`config.mk`:
```
export PLATFORM = sky130hd
export DESIGN_NAME = ebc_queue
export DESIGN_NICKNAME = d
export VERILOG_FILES = /design/src/sv/ebc_pkg.sv /design/src/sv/ebc_queue.sv
export SDC_FILE = /design/constraint.sdc
export NUM_CORES = 1
export LEC_CHECK = 0
export ABC_CLOCK_PERIOD_IN_PS = 8200
export BUFFER_PORTS_ARGS = -buffer_cell sky130_fd_sc_hd__buf_2
export CORE_UTILIZATION = 40
export DETAILED_ROUTE_END_ITERATION = 10
export PLACE_DENSITY = 0.64
export SLEW_MARGIN = 20
export SYNTH_ARGS = -nofsm -noshare
export SYNTH_HDL_FRONTEND = slang
export SYNTH_SLANG_ARGS = --single-unit
```
`constraint.sdc`:
```
create_clock -name clock -period 8.2 [get_ports clock]
set_clock_uncertainty 0.15 [all_clocks]
set_input_delay 0.41 -clock clock [delete_from_list [all_inputs] [get_ports clock]]
set_output_delay 0.41 -clock clock [all_outputs]
set_load 0.03 [all_outputs]
```
`src/sv/ebc_pkg.sv`:
```
// Shared types, pipeline constants and the saturation helper of the
// elastic ball collision block. Depends on nothing.
`default_nettype none

package ebc_pkg;

   // Back pipeline layout: registered stages 1 .. BK_LAST.
   localparam int SQ_STEPS = 21;                  // root bits of the distance
   localparam int VQ_BITS  = 19;                  // doubled velocity quotient
   localparam int PQ_BITS  = 15;                  // doubled push quotient
   localparam int PMUL_T   = SQ_STEPS + 1;        // transition forming push numerators
   localparam int BK_LAST  = PMUL_T + PQ_BITS + 1;
   localparam int Q_DEPTH  = 4;

   typedef struct packed {
      logic signed [15:0] a_x;
      logic signed [15:0] a_y;
      logic signed [15:0] a_vx;
      logic signed [15:0] a_vy;
      logic [11:0]        a_radius;
      logic signed [15:0] b_x;
      logic signed [15:0] b_y;
      logic signed [15:0] b_vx;
      logic signed [15:0] b_vy;
      logic [11:0]        b_radius;
      logic               b_visible;
      logic               b_enable;
   } req_type;

   typedef struct packed {
      logic signed [15:0] new_a_x;
      logic signed [15:0] new_a_y;
      logic signed [15:0] new_a_vx;
      logic signed [15:0] new_a_vy;
      logic signed [15:0] new_b_x;
      logic signed [15:0] new_b_y;
      logic signed [15:0] new_b_vx;
      logic signed [15:0] new_b_vy;
      logic               resolved;
   } rsp_type;

   // Classified pair as it waits between the front and the back.
   typedef struct packed {
      req_type            pay;
      logic               hit;
      logic signed [13:0] dx;
      logic signed [13:0] dy;
      logic signed [31:0] dot;
      logic [25:0]        d2;
      logic [12:0]        sum_r;
   } ent_type;

   typedef struct packed {
      logic full;
      logic empty;
   } q_status_type;

   typedef struct packed {
      req_type            pay;
      logic               hit;
      logic signed [13:0] dx;
      logic signed [13:0] dy;
      logic [12:0]        sum_r;
      logic [25:0]        d2;
      logic [45:0]        vnum_x;
      logic [45:0]        vnum_y;
      logic               vneg_x;
      logic               vneg_y;
      logic [18:0]        vq_x;
      logic [18:0]        vq_y;
      logic [41:0]        sq_rem;
      logic [41:0]        sq_res;
      logic [35:0]        pnum_x;
      logic [35:0]        pnum_y;
      logic [20:0]        pden;
      logic [14:0]        pq_x;
      logic [14:0]        pq_y;
   } bk_type;

   function automatic logic signed [15:0] sat16(input logic signed [23:0] v);
      logic signed [15:0] r;
      if (v > 24'sd32767) begin
         r = 16'sh7fff;
      end else if (v < -24'sd32768) begin
         r = 16'sh8000;
      end else begin
         r = v[15:0];
      end
      return r;
   endfunction

endpackage

`default_nettype wire

```
`src/sv/ebc_queue.sv`:
```
// Short queue of classified pairs between front and back end.
// Depends on ebc_pkg.
`default_nettype none

module ebc_queue (
   input  wire logic             clock,
   input  wire logic             reset,
   input  wire logic             push,
   input  wire ebc_pkg::ent_type wr_data,
   input  wire logic             pop,
   output ebc_pkg::ent_type      rd_data,
   output ebc_pkg::q_status_type stat
);
   import ebc_pkg::*;

   localparam int PW = $clog2(Q_DEPTH);

   ent_type slot_ff [Q_DEPTH];
   logic [PW-1:0] wr_ptr_ff, rd_ptr_ff;
   logic [PW:0]   cnt_ff;

   assign stat.full  = (cnt_ff == (PW+1)'(Q_DEPTH));
   assign stat.empty = (cnt_ff == '0);
   assign rd_data    = slot_ff[rd_ptr_ff];

   always_ff @(posedge clock) begin
      if (reset) begin
         wr_ptr_ff <= '0;
         rd_ptr_ff <= '0;
         cnt_ff    <= '0;
      end else begin
         if (push) begin
            wr_ptr_ff <= wr_ptr_ff + 1'b1;
         end
         if (pop) begin
            rd_ptr_ff <= rd_ptr_ff + 1'b1;
         end
         if (push && !pop) begin
            cnt_ff <= cnt_ff + 1'b1;
         end else if (pop && !push) begin
            cnt_ff <= cnt_ff - 1'b1;
         end
      end
   end

   always_ff @(posedge clock) begin
      if (push) begin
         slot_ff[wr_ptr_ff] <= wr_data;
      end
   end

endmodule

`default_nettype wire

```
# Word-level counts from Yosys, hierarchy flattened

Memories as Yosys holds them, arrays and structs flattened. A register that Yosys moved wholly into a read port is not among the register bits.
Index checks and enable logic that the tools add are counted.

$add $sub $neg: 4
Eq/ne operators: 1
Multiplexer cells: 6
Reductions and logical operators: 6

Operator list:

| kind                  | number |
|---|---|
| $mux W3               | 2 |
| $add A2 B1 Y2 const B | 2 |
| $mux W2               | 2 |
| $add A3 B1 Y3 const B | 1 |
| $eq A3 B3 Y1 const B  | 1 |
| $logic_not A3 Y1      | 1 |
| $sub A3 B1 Y3 const B | 1 |
| $logic_and A1 B1 Y1   | 2 |
| $logic_not A1 Y1      | 2 |
| $mux W1               | 2 |
| $reduce_bool A2 Y1    | 1 |

Flip-flop bits (word level): 7
Memory bits (writable): 1,016
Input bits: 258
Output and inout port bits: 256
Logic and storage cells: 21
Memories: 1

Memory list:

| name    | depth | width | rd ports | clocked after memory_dff | wr ports | line            | source |
|---|---|---|---|---|---|---|---|
| slot_ff | 4     | 254   | 1        | 1                        | 1        | ebc_queue.sv:18 | `ent_type slot_ff [Q_DEPTH];` |

# Logic depth before layout (Yosys ltp)

Depth after elaboration: 4
Gate-level depth with buffers: 7
Depth with buffers taken out: 7

# Least setup slack after synthesis

No wires, ideal clock.

Kind: flip-flop to flip-flop
Start: reg wr_ptr_ff[0]
End: mem slot_ff[0][0] in the netlist's numbering, enable pin
Setup time: 0.646 ns
Arrival time: 6.300 ns
Required time: 7.404 ns
Path slack: 1.104 ns
Stages on the path, launching flop included: 4
Path buffers: 0
Period minus slack after synthesis: 7.096 ns
Cells stage by stage: dfxtp_1 -> inv_1 -> ha_1 -> and2_1

RTL lines:

| what                   | line            | source |
|---|---|---|
| start, declared        | ebc_queue.sv:19 | `logic [PW-1:0] wr_ptr_ff, rd_ptr_ff;` |
| start signal, assigned | ebc_queue.sv:33 | `wr_ptr_ff <= wr_ptr_ff + 1'b1;` |
| end, declared          | ebc_queue.sv:18 |  |

No word-level cell before the write port.

==> results.sh <==
export IMPL_status="complete, no violations"
export IMPL_dp_cells=3030
export IMPL_drv_slew=0
export IMPL_die_area_um2=93700
export IMPL_htreeDepth=3
export IMPL_cellPowerDensity_nw_per_um2=261
export IMPL_design_area_um2=47000
export IMPL_cts_tree="built"
export IMPL_fp_dieH_um=306
export IMPL_wl_per_cell_um=21.8
export IMPL_drt_total_wl_mm=76.1
export IMPL_period_share_pct=49.2
export IMPL_ys_top_cells_by_area="edfxtp_1 (82%), mux4_2 (15%), dfxtp_1 (0.49%)"
export IMPL_ctsResizeCount=0
export IMPL_rsz0062_at_grt="false"
export IMPL_required_ns=7.64
export IMPL_io_pins=514
export IMPL_yosysSeqAreaShare_pct=83.0
export IMPL_multiInputGateArea_um2=5960
export IMPL_numCtsBuffers=103
export IMPL_grt_use_total_pct=16.2
export IMPL_hold_buffers=257
export IMPL_postCtsSetupBuffers=0
export IMPL_synth_area_per_cell_um2=27.0
export IMPL_worst_slew_pin_transition_ns=1.24
export IMPL_p_leak_nw=15.8
export IMPL_path_class="register to output pin"
export IMPL_ys_flop_type="edfxtp_1"
export IMPL_antenna_found_initial=8
export IMPL_async_reset_ff_share_pct=0
export IMPL_peakVddDrop_mv=0.201
export IMPL_io_buffers=513
export IMPL_worstPathArrival_ns=3.47
export IMPL_final_hold_violation_count=0
export IMPL_final_layout_size_suffix_gt1_share_pct=41.3
export IMPL_fin_cells=3481
export IMPL_vias=17400
export IMPL_cts_buffer_depth=3
export IMPL_placed_area_um2=40900
export IMPL_seq_area_um2=30700
export IMPL_clock_latency_ns=0.66
export IMPL_synth_common_cells="edfxtp_1 (1,016), mux4_2 (254), buf_2 (29)"
export IMPL_power_mw=12.3
export IMPL_setup_violations_final=0
export IMPL_max_freq_ghz=0.248
export IMPL_die_w_um=306
export IMPL_synth_area_um2=37000
export IMPL_setup_worst_path_start_class="register"
export IMPL_worstSetupEndpointType="output pin"
export IMPL_drv_cap=0
export IMPL_yosysTopAreaCell="edfxtp_1"
export IMPL_syn_instance_count=1370
export IMPL_rows=111
export IMPL_crit_fanout=47
export IMPL_grt_start_max_net_pins=141
export IMPL_nNetsFinal=2471
export IMPL_tns_ns=0
export IMPL_ys_types=22
export IMPL_slew_headroom_pct=17.5
export IMPL_clkTransAtPathRegs_ns=0.06
export IMPL_synth_top_cell_area_share_pct=82.5
export IMPL_syn_to_final_growth_pct=27.0
export IMPL_synth_nets=1634
export IMPL_gp_congestion=0.734
export IMPL_drt_initial_drc_count=1230
export IMPL_drc=0
export IMPL_hpwl_mm=44.2
export IMPL_ant_nets=0
export IMPL_synth_seq_cells=1025
export IMPL_grt_pass1_vias=19000
export IMPL_grt_pass1_wl_mm=115
export IMPL_drtPass1Iterations=5
export IMPL_nFillCells=7142
export IMPL_overflow=0
export IMPL_synth_edf_count=1016
export IMPL_synth_most_common_cell="edfxtp_1"
export IMPL_core_um2=91700
export IMPL_hold_class="input pin to register"
export IMPL_ys_warn_count=0
export IMPL_via_per_inst=5.01
export IMPL_initial_core_util_pct=40.4
export IMPL_period_minus_slack_ns=4.03
export IMPL_clockRootBuffer="clkbuf_16"
export IMPL_cts_sinks=1025
==> logic make-up (layout without fill, tap and decap cells) <==
| kind of cell | count (synthesis) | count (layout) | share of synthesized area (%) |
|---|---|---|---|
| adder cells (fa/ha/maj) | 6 | 6 | 0.223 |
| AND/OR/NAND/NOR | 15 | 15 | 0.200 |
| XOR/XNOR | 5 | 5 | 0.118 |
| flip-flops | 1025 | 1025 | 83.0 |
| multiplexers | 256 | 256 | 15.5 |
| other | 0 | 7 | 0 |
| buffers and inverters | 61 | 979 | 0.960 |
| AO/OA/AOI/OAI | 2 | 2 | 0.0270 |
==> worst max-delay path, cell delays in order, from the launching register on <==
cell     delay (ns)
dfxtp_4        0.66
buf_4          0.69
buf_4          0.67
mux4_2         0.44
buf_2          0.20
==> layout make-up <==
cell class,count,area share [%]
clock buffer,125,5.88
clock inverter,61,1.41
antenna,7,0.0373
tap,1186,3.16
inverter,4,0.0320
timing repair buffer,789,11.5
sequential,1025,65.3
multi-input combinational,284,12.7
==> flip-flops by register name, indices dropped and copies added (netlist names), named ones only <==
name and count:
wr_ptr_ff 2, slot_ff 1016, cnt_ff 3, rd_ptr_ff 2
==> cell usage in the layout (no fill, tap or decap), types with 11 or more instances in the layout <==
cell / Yosys / routed
clkinv_2: 0 / 21
clkbuf_16: 0 / 107
clkinv_1: 0 / 16
bufinv_16: 0 / 13
dlygate4sd3_1: 0 / 257
mux4_2: 254 / 254
buf_2: 29 / 513
edfxtp_1: 1016 / 1016
clkbuf_1: 6 / 16
buf_4: 10 / 11
==> per-layer routing <==
layer  share of wire, %  vias up  GRT usage [%]
li1                   -     7654              -
met4                2.1        4           5.05
met2                 51      506           27.4
met3                7.7      110           4.98
met5              0.037        -              0
met1                 39     9157           19.9
==> through the flow <==
step	hold slack, ns	worst slack (ns)	util, %
2_1_floorplan	0.316	1.10	-
5_1_grt	0.295	4.00	51.3
6_report	0.333	4.17	51.3
3_3_place_gp	0.326	4.89	44.7
4_1_cts	0.266	4.11	51.2
3_5_place_dp	0.368	4.86	44.7
==> where the power goes <==
group	switching [mW]	total (mW)	internal [mW]
Combinational	0.918	1.48	0.560
Clock	1.91	4.71	2.80
Sequential	0.0703	6.10	6.03
Total	2.90	12.3	9.39
==> final timing paths <==
kind	start	end	slack [ns]	cells after the start
setup / recovery	register	rd_data[91]	4.17	4
hold / removal	wr_data[40]	slot_ff[0][40]	0.33	2
setup reg to reg	wr_ptr_ff[0]	slot_ff[2][202]	5.10	5
hold reg to reg	rd_ptr_ff[1]	rd_ptr_ff[1]	0.39	2
Note: power is estimated with default switching activity, not from simulation.
