--- src/sv/ebc_pkg.sv ---
// Shared types, pipeline constants and the saturation helper of the
// elastic ball collision block. Depends on nothing.
`default_nettype none

package ebc_pkg;

   // Back pipeline layout: registered stages 1 .. BK_LAST.
   localparam int SQ_STEPS = 21;                  // root bits of the distance
   localparam int VQ_BITS  = 19;                  // doubled velocity quotient
   localparam int PQ_BITS  = 15;                  // doubled push quotient
   localparam int PMUL_T   = SQ_STEPS + 1;        // transition forming push numerators
   localparam int BK_LAST  = PMUL_T + PQ_BITS + 1;
   localparam int Q_DEPTH  = 4;

   typedef struct packed {
      logic signed [15:0] a_x;
      logic signed [15:0] a_y;
      logic signed [15:0] a_vx;
      logic signed [15:0] a_vy;
      logic [11:0]        a_radius;
      logic signed [15:0] b_x;
      logic signed [15:0] b_y;
      logic signed [15:0] b_vx;
      logic signed [15:0] b_vy;
      logic [11:0]        b_radius;
      logic               b_visible;
      logic               b_enable;
   } req_type;

   typedef struct packed {
      logic signed [15:0] new_a_x;
      logic signed [15:0] new_a_y;
      logic signed [15:0] new_a_vx;
      logic signed [15:0] new_a_vy;
      logic signed [15:0] new_b_x;
      logic signed [15:0] new_b_y;
      logic signed [15:0] new_b_vx;
      logic signed [15:0] new_b_vy;
      logic               resolved;
   } rsp_type;

   // Classified pair as it waits between the front and the back.
   typedef struct packed {
      req_type            pay;
      logic               hit;
      logic signed [13:0] dx;
      logic signed [13:0] dy;
      logic signed [31:0] dot;
      logic [25:0]        d2;
      logic [12:0]        sum_r;
   } ent_type;

   typedef struct packed {
      logic full;
      logic empty;
   } q_status_type;

   typedef struct packed {
      req_type            pay;
      logic               hit;
      logic signed [13:0] dx;
      logic signed [13:0] dy;
      logic [12:0]        sum_r;
      logic [25:0]        d2;
      logic [45:0]        vnum_x;
      logic [45:0]        vnum_y;
      logic               vneg_x;
      logic               vneg_y;
      logic [18:0]        vq_x;
      logic [18:0]        vq_y;
      logic [41:0]        sq_rem;
      logic [41:0]        sq_res;
      logic [35:0]        pnum_x;
      logic [35:0]        pnum_y;
      logic [20:0]        pden;
      logic [14:0]        pq_x;
      logic [14:0]        pq_y;
   } bk_type;

   function automatic logic signed [15:0] sat16(input logic signed [23:0] v);
      logic signed [15:0] r;
      if (v > 24'sd32767) begin
         r = 16'sh7fff;
      end else if (v < -24'sd32768) begin
         r = 16'sh8000;
      end else begin
         r = v[15:0];
      end
      return r;
   endfunction

endpackage

`default_nettype wire

--- src/sv/ebc_front.sv ---
// Front end: differences, products and the collision test for each pair.
// Depends on ebc_pkg.
`default_nettype none

module ebc_front (
   input  wire logic             clock,
   input  wire logic             reset,
   input  wire logic             req_valid,
   output logic                  req_ready,
   input  wire ebc_pkg::req_type req_data,
   input  wire ebc_pkg::q_status_type q_stat,
   output logic                  q_push,
   output ebc_pkg::ent_type      q_data
);
   import ebc_pkg::*;

   logic en;
   logic f1_v_ff, f2_v_ff;
   req_type f1_pay_ff, f2_pay_ff;
   logic signed [16:0] f1_dx_ff, f1_dy_ff, f1_dvx_ff, f1_dvy_ff;
   logic [12:0] f1_s_ff, f2_s_ff;
   logic signed [16:0] f2_dx_ff, f2_dy_ff;
   logic signed [33:0] f2_dx2_ff, f2_dy2_ff, f2_pvx_ff, f2_pvy_ff;
   logic [25:0] f2_s2_ff;
   logic [34:0] d2_c;
   logic signed [34:0] dot_c;
   logic active;

   assign en        = !(f2_v_ff && q_stat.full);
   assign req_ready = en;
   assign q_push    = f2_v_ff && !q_stat.full;

   always_ff @(posedge clock) begin
      if (reset) begin
         f1_v_ff <= 1'b0;
         f2_v_ff <= 1'b0;
      end else if (en) begin
         f1_v_ff <= req_valid;
         f2_v_ff <= f1_v_ff;
      end
   end

   always_ff @(posedge clock) begin
      if (en) begin
         f1_pay_ff <= req_data;
         f1_dx_ff  <= 17'($signed(req_data.a_x)) - 17'($signed(req_data.b_x));
         f1_dy_ff  <= 17'($signed(req_data.a_y)) - 17'($signed(req_data.b_y));
         f1_dvx_ff <= 17'($signed(req_data.a_vx)) - 17'($signed(req_data.b_vx));
         f1_dvy_ff <= 17'($signed(req_data.a_vy)) - 17'($signed(req_data.b_vy));
         f1_s_ff   <= {1'b0, req_data.a_radius} + {1'b0, req_data.b_radius};
         f2_pay_ff <= f1_pay_ff;
         f2_dx_ff  <= f1_dx_ff;
         f2_dy_ff  <= f1_dy_ff;
         f2_s_ff   <= f1_s_ff;
         f2_dx2_ff <= f1_dx_ff * f1_dx_ff;
         f2_dy2_ff <= f1_dy_ff * f1_dy_ff;
         f2_pvx_ff <= f1_dvx_ff * f1_dx_ff;
         f2_pvy_ff <= f1_dvy_ff * f1_dy_ff;
         f2_s2_ff  <= f1_s_ff * f1_s_ff;
      end
   end

   always_comb begin
      d2_c   = 35'($unsigned(f2_dx2_ff)) + 35'($unsigned(f2_dy2_ff));
      dot_c  = 35'(f2_pvx_ff) + 35'(f2_pvy_ff);
      active = f2_pay_ff.b_visible && f2_pay_ff.b_enable;
      q_data.pay   = f2_pay_ff;
      q_data.hit   = active && (d2_c != 35'd0) && (d2_c < {9'd0, f2_s2_ff})
                     && (dot_c[34] || (dot_c == 35'sd0));
      q_data.dx    = f2_dx_ff[13:0];
      q_data.dy    = f2_dy_ff[13:0];
      q_data.dot   = dot_c[31:0];
      q_data.d2    = d2_c[25:0];
      q_data.sum_r = f2_s_ff;
   end

endmodule

`default_nettype wire

--- config.mk ---
export PLATFORM = sky130hd
export DESIGN_NAME = ebc_front
export DESIGN_NICKNAME = d
export VERILOG_FILES = /design/src/sv/ebc_pkg.sv /design/src/sv/ebc_front.sv
export SDC_FILE = /design/constraint.sdc
export NUM_CORES = 2
export LEC_CHECK = 0
export CAP_MARGIN = 20
export CORE_ASPECT_RATIO = 0.8
export CORE_MARGIN = 5
export CORE_UTILIZATION = 30
export CTS_CLUSTER_DIAMETER = 80
export DETAILED_ROUTE_END_ITERATION = 6
export DONT_BUFFER_PORTS = 1
export GPL_TIMING_DRIVEN = 0
export PLACE_DENSITY = 0.56
export SYNTH_ARGS = -nofsm -noshare
export SYNTH_HDL_FRONTEND = slang
export SYNTH_SLANG_ARGS = --single-unit
--- constraint.sdc ---
create_clock -name clock -period 17 [get_ports clock]
set_input_delay 1.7 -clock clock [delete_from_list [all_inputs] [get_ports clock]]
set_output_delay 1.7 -clock clock [all_outputs]
set_load 0.02 [all_outputs]
== Yosys cells after proc, flatten, opt, wreduce, memory -nomap -nowiden ==
Cells that the tools add are included.
W data, S select, Z words.

* Register bits after elaboration: 594
* Input port bits: 159
* Output and inout bits: 256
* Word-level logic and storage cells: 63

* Add/sub/neg operators: 7
* Multiply operators: 5
* $lt $le $gt $ge: 1
* Reductions and logical operators: 11

{| class="wikitable"
|+ Operators with widths
! cell !! count
|-
| $mul A17 B17 Y34 || 4
|-
| $add A34 B34 Y35 || 2
|-
| $sub A16 B16 Y17 || 4
|-
| $logic_not A35 Y1 || 1
|-
| $lt A35 B26 Y1 || 1
|-
| $reduce_bool A35 Y1 || 1
|-
| $mul A13 B13 Y26 || 1
|-
| $add A12 B12 Y13 || 1
|-
| $logic_and A1 B1 Y1 || 6
|-
| $logic_not A1 Y1 || 2
|-
| $logic_or A1 B1 Y1 || 1
|}

== Longest topological paths before layout ==
* Word-level depth: 5
* Depth in mapped cells: 27
* Mapped depth without buffers: 26

== Worst setup path after synthesis ==
Ideal clock, no wire load.

* Kind: input port to output port
* From: input port q_stat[1] (netlist bit)
* To: output port req_ready
* Arrival: 14.129 ns
* Data required time: 15.300 ns
* Path slack: 1.171 ns
* Stages: 1
* Buffers on the path: 0
* Path through: nand2_1

* Word-level cells in the longest chain between the ends: 2

{| class="wikitable"
|+ RTL lines
! element !! line !! RTL
|-
| from (decl) || ebc_front.sv:11 || <nowiki>input wire ebc_pkg::q_status_type q_stat,</nowiki>
|-
| $logic_and A1 B1 Y1 || ebc_front.sv:29 || <nowiki>assign en = !(f2_v_ff && q_stat.full);</nowiki>
|-
| $logic_not A1 Y1 || ebc_front.sv:29 ||
|-
| to (decl) || ebc_front.sv:9 || <nowiki>output logic req_ready,</nowiki>
|}

No other way between the ends.

== Final worst setup path ==
* From: register f1_dx_ff[16]
* To: register f2_dx2_ff[32] (data pin)

* Word-level cells in the longest chain between the ends: 1

{| class="wikitable"
|+ RTL lines
! element !! line !! RTL
|-
| from (decl) || ebc_front.sv:20 || <nowiki>logic signed [16:0] f1_dx_ff, f1_dy_ff, f1_dvx_ff, f1_dvy_ff;</nowiki>
|-
| from (signal assigned) || ebc_front.sv:46 || <nowiki>f1_dx_ff <= 17'($signed(req_data.a_x)) - 17'($signed(req_data.b_x));</nowiki>
|-
| $mul A17 B17 Y34 || ebc_front.sv:55 || <nowiki>f2_dx2_ff <= f1_dx_ff * f1_dx_ff;</nowiki>
|-
| to (signal assigned) || ebc_front.sv:55 ||
|-
| to (decl) || ebc_front.sv:23 || <nowiki>logic signed [33:0] f2_dx2_ff, f2_dy2_ff, f2_pvx_ff, f2_pvy_ff;</nowiki>
|}

No other way between the ends.
A chain may end at the register's enable or synchronous reset.

==> summary by stage <==
Routing
The per-cell via count in the routed design is 4.56. In the detailed route, the total length drawn on met3 is 14000 µm. The detailed router put a total of 85600 µm of wire on met1. The total detailed-routing wirelength is 190000 µm. Detailed routing placed a total of 86700 µm of wire on met2. The detail route stage leaves a number of antenna-violating nets equal to 0. After detailed routing, the number of remaining DRC violations is 0.

The highest routing layer actually used is met4. The via count of the routed design is 45400. After detailed routing, the average wire length per cell comes to 19.1 µm. The pre-antenna-repair detailed-routing pass consisted of 7 iterations. The detailed router's first-iteration violation count is 3128.

GRT
The total track usage is 0.157. Global routing finished with a remaining overflow of 0. The global-route wire length before repair is 298000 µm. The via count of the first global-routing pass is slightly below 50000. Entering global routing, the biggest net connects 77 pins. The initial antenna violation count is 8.

Floorplan
The overall die height is 444 µm. The core region is 234000 µm². The die covers 245000 µm².

The I/O pin count is 415. The number of placement rows is 159. The initial utilization of the core area, before any placement, comes to 0.301. Measured along the x axis, the die boundary spans 552 µm.

Logic synthesis
Counting flops with a built-in enable in the synthesized netlist gives 586. The part of the Yosys area used for sequential elements is 0.250. Synthesis produced a netlist with a net count of between 8000 and 9000. Of all cell types, the one taking the most synthesized area is sky130_fd_sc_hd__fa_1. During synthesis, Yosys emitted a total of 0 warnings. The share of async-settable or async-resettable flops after synthesis is 0. The number of synthesized register bits is 588.

The dominant register cell in the synthesized netlist is sky130_fd_sc_hd__edfxtp_1. In this run, distinct cell masters in the synthesized netlist total 72. Synthesis handed over a netlist of 6656 instances. The cell area after technology mapping is 70500 µm².

Of the post-synthesis cell area, the dominant cell type holds 0.349. The mean instance size in the synthesized netlist is 10.6 µm². By area the synthesized netlist is led by sky130_fd_sc_hd__fa_1, sky130_fd_sc_hd__edfxtp_1, sky130_fd_sc_hd__ha_1.

Clock network
After clock tree synthesis, the clock-pin slew on the worst setup and hold paths is 0.06 ns. The number of setup buffers added after CTS is 0. In this run the deepest clock path goes through 3 buffers. The cts-stage hold buffer count is 0. Gates resized during post-CTS repair numbered 0. For the worst-skew pair, the clock arrives at the later sink with an insertion delay of 0.70 ns. The tree is rooted in a sky130_fd_sc_hd__clkbuf_16. The clock drives 588 sinks. The clock tree synthesis step divided the H-tree into 3 levels. The TritonCTS clock tree is built. The number of clock buffers added by TritonCTS is 73.

Timing
The share of the clock period used by the worst path is 0.530. For the final database, setup skew stands at 0.0360 ns. The slew at the pin closest to its max-slew limit is 1.16 ns.

The worst-case setup margin in the final layout is 7.99 ns. The number of max-slew violations in the final report is 0. The achievable frequency is approximately 110 MHz. Setup repair after global routing left no endpoint under its margin. Setup violations remaining at the end of the flow were counted as 0.

The final critical delay including setup and external delays is 9.01 ns. In this run the tightest slew margin relative to its limit is 0.220. The hold violation total from the final report is 0.

Job
The tool flagged a number of max-cap violations equal to 0.

Setup path
The highest net fanout along the worst path is 10. The nature of the critical path endpoint is a register. Data arrives at the worst endpoint at between 9 and 10 ns. By startpoint and endpoint, the worst setup path is classified as reg2reg. In this run the register-to-register setup slack is 7.99 ns. For the worst flop-to-flop path, the logic depth is 26. STA classifies the critical path startpoint as a register. The capture instance of the worst register-to-register path is f2_dx2_ff[32]. The origin of the critical flop-to-flop path is f1_dx_ff[16]. The data required time of the critical path is 17.43 ns.

Place
The pre-CTS worst setup slack is 8.01 ns. The sum of net half-perimeters after detailed placement is between 150000 and 200000 µm. In this run the tool buffered the top-level ports with 0 buffer cells.

The congestion estimate from routability-driven global placement came to 0.897.

Final layout
Relative to the synthesized area, the layout overhead comes to 9.57%. The layout has 23800 filler cells. The layout cell share with drive strength beyond 1 is 0.0254. The final layout contains slightly below 9000 nets.

Min path
The launch point of the worst hold path is f1_pay_ff[150]. The worst hold path was traced through 0 stages. The worst hold endpoint is q_data[250].

The min-delay analysis places its worst path in the category reg2reg.

Run status
The flow ran to the end, and the final reports show no timing, DRC or antenna violations.
==> critical path, cell delays in order (launching register included) <==
cell and delay, ns:
sky130_fd_sc_hd__edfxtp_1 0.59, sky130_fd_sc_hd__clkbuf_1 0.41, sky130_fd_sc_hd__inv_1 0.16, sky130_fd_sc_hd__clkbuf_1 0.58, sky130_fd_sc_hd__buf_1 0.68, sky130_fd_sc_hd__nor2_1 0.12
sky130_fd_sc_hd__fa_1 0.53, sky130_fd_sc_hd__inv_1 0.05, sky130_fd_sc_hd__fa_1 0.47, sky130_fd_sc_hd__inv_1 0.05, sky130_fd_sc_hd__fa_1 0.50, sky130_fd_sc_hd__fa_1 0.43
sky130_fd_sc_hd__fa_1 0.49, sky130_fd_sc_hd__inv_1 0.05, sky130_fd_sc_hd__fa_1 0.47, sky130_fd_sc_hd__inv_1 0.04, sky130_fd_sc_hd__ha_1 0.32, sky130_fd_sc_hd__a21o_1 0.19
sky130_fd_sc_hd__a221oi_1 0.42, sky130_fd_sc_hd__nand2_1 0.09, sky130_fd_sc_hd__a31oi_1 0.41, sky130_fd_sc_hd__o211ai_1 0.23, sky130_fd_sc_hd__a2111oi_0 0.61, sky130_fd_sc_hd__o31a_1 0.31
sky130_fd_sc_hd__o21ai_1 0.10, sky130_fd_sc_hd__a21oi_1 0.18, sky130_fd_sc_hd__xnor2_1 0.24
==> layout by cell type, fill, tap and decap left out, types with 163 or more instances in the layout <==
master	netlist	layout
sky130_fd_sc_hd__fa_1	1228	1228
sky130_fd_sc_hd__edfxtp_1	586	586
sky130_fd_sc_hd__and2_1	447	447
sky130_fd_sc_hd__nand2_1	523	522
sky130_fd_sc_hd__clkbuf_1	173	179
sky130_fd_sc_hd__inv_1	1596	1596
sky130_fd_sc_hd__ha_1	586	586
sky130_fd_sc_hd__a21oi_1	163	163
sky130_fd_sc_hd__xnor2_1	203	203
sky130_fd_sc_hd__nor2_1	273	273
==> synthesized netlist by cell type, types with 17 or more instances <==
| library cell | instances |
|---|---|
| sky130_fd_sc_hd__inv_1 | 1596 |
| sky130_fd_sc_hd__nand2_1 | 523 |
| sky130_fd_sc_hd__nor2_1 | 273 |
| sky130_fd_sc_hd__o211ai_1 | 22 |
| sky130_fd_sc_hd__clkbuf_1 | 173 |
| sky130_fd_sc_hd__nand3_1 | 37 |
| sky130_fd_sc_hd__a21o_1 | 85 |
| sky130_fd_sc_hd__nand4_1 | 23 |
| sky130_fd_sc_hd__fa_1 | 1228 |
| sky130_fd_sc_hd__xor2_1 | 56 |
| sky130_fd_sc_hd__xnor2_1 | 203 |
| sky130_fd_sc_hd__nand2b_1 | 54 |
| sky130_fd_sc_hd__o21a_1 | 43 |
| sky130_fd_sc_hd__and3_1 | 22 |
| sky130_fd_sc_hd__a31oi_1 | 20 |
| sky130_fd_sc_hd__o21ai_0 | 129 |
| sky130_fd_sc_hd__a21boi_0 | 17 |
| sky130_fd_sc_hd__nor3_1 | 60 |
| sky130_fd_sc_hd__or2_2 | 19 |
| sky130_fd_sc_hd__a21oi_1 | 163 |
| sky130_fd_sc_hd__ha_1 | 586 |
| sky130_fd_sc_hd__and2_1 | 447 |
| sky130_fd_sc_hd__edfxtp_1 | 586 |
| sky130_fd_sc_hd__nor2b_1 | 51 |
| sky130_fd_sc_hd__a211oi_1 | 24 |
==> stage by stage <==
step | std cells | utilization | hold WS [ns] | setup TNS [ns] | cell area (µm²)
after floorplan | 6656 | - | 0.400 | 0 | 70500
after global placement | 9795 | 0.318 | 0.400 | -2843.06 | 74400
after CTS | 9944 | 0.329 | 0.405 | 0 | 77200
final | 9952 | 0.330 | 0.412 | 0 | 77200
after detailed placement | 9814 | 0.319 | 0.405 | 0 | 74800
after global routing | 9947 | 0.330 | 0.417 | 0 | 77200
==> worst max-delay path by stage <==
stage          cells after the start  slack [ns]       endpoint    startpoint
5_1_grt                           18        7.53     q_data[99]  f2_dy2_ff[3]
4_1_cts                           18        7.97     q_data[99]  f2_dy2_ff[3]
3_3_place_gp                       1       -4.96    q_data[109]     q_stat[1]
2_1_floorplan                      1        1.17      req_ready     q_stat[1]
6_report                          26        7.99  f2_dx2_ff[32]  f1_dx_ff[16]
3_5_place_dp                      26        8.01  f2_dx2_ff[32]  f1_dx_ff[16]
==> per-layer routing <==
layer / global-route usage / vias up
met4: 0.0319 / 0
met2: 0.250 / 1258
met3: 0.0352 / 183
met1: 0.221 / 23100
met5: 0 / -
li1: - / 20900
==> registers in the layout, indices dropped and copies added (netlist names), 24 cells and up <==
| name | count |
|---|---|
| f2_dy2_ff | 32 |
| f1_pay_ff | 154 |
| f2_dx2_ff | 32 |
| q_data | 154 |
| f2_pvx_ff | 34 |
| f2_s2_ff | 24 |
| f2_pvy_ff | 34 |
==> area by class of cell <==
class | count | area, µm² | share of cell area
clock buffer | 79 | 1870 | 0.0242
buffer | 179 | 683 | 0.00885
sequential | 588 | 17600 | 0.228
multi-input combinational | 4290 | 46200 | 0.598
inverter | 1599 | 6000 | 0.0777
tap | 3139 | 3930 | 0.0509
clock inverter | 51 | 561 | 0.00726
timing repair buffer | 22 | 352 | 0.00455
antenna | 5 | 12.5 | 0.000162
==> kinds of logic (layout without fill, tap and decap cells) <==
| family | after synthesis | after routing | share of synthesized area |
|---|---|---|---|
| mux | 10 | 10 | 0.00146 |
| flops | 588 | 588 | 0.250 |
| fa+ha+maj | 1814 | 1814 | 0.453 |
| other cells | 0 | 5 | 0 |
| compound gates | 640 | 640 | 0.0586 |
| buf+inv | 1778 | 1930 | 0.0948 |
| xor+xnor | 259 | 259 | 0.0322 |
| simple gates | 1567 | 1567 | 0.110 |
Power is left out: the tool's default activity adds up to more than one toggle a clock period on the data nets, which glitch-free logic cannot reach.
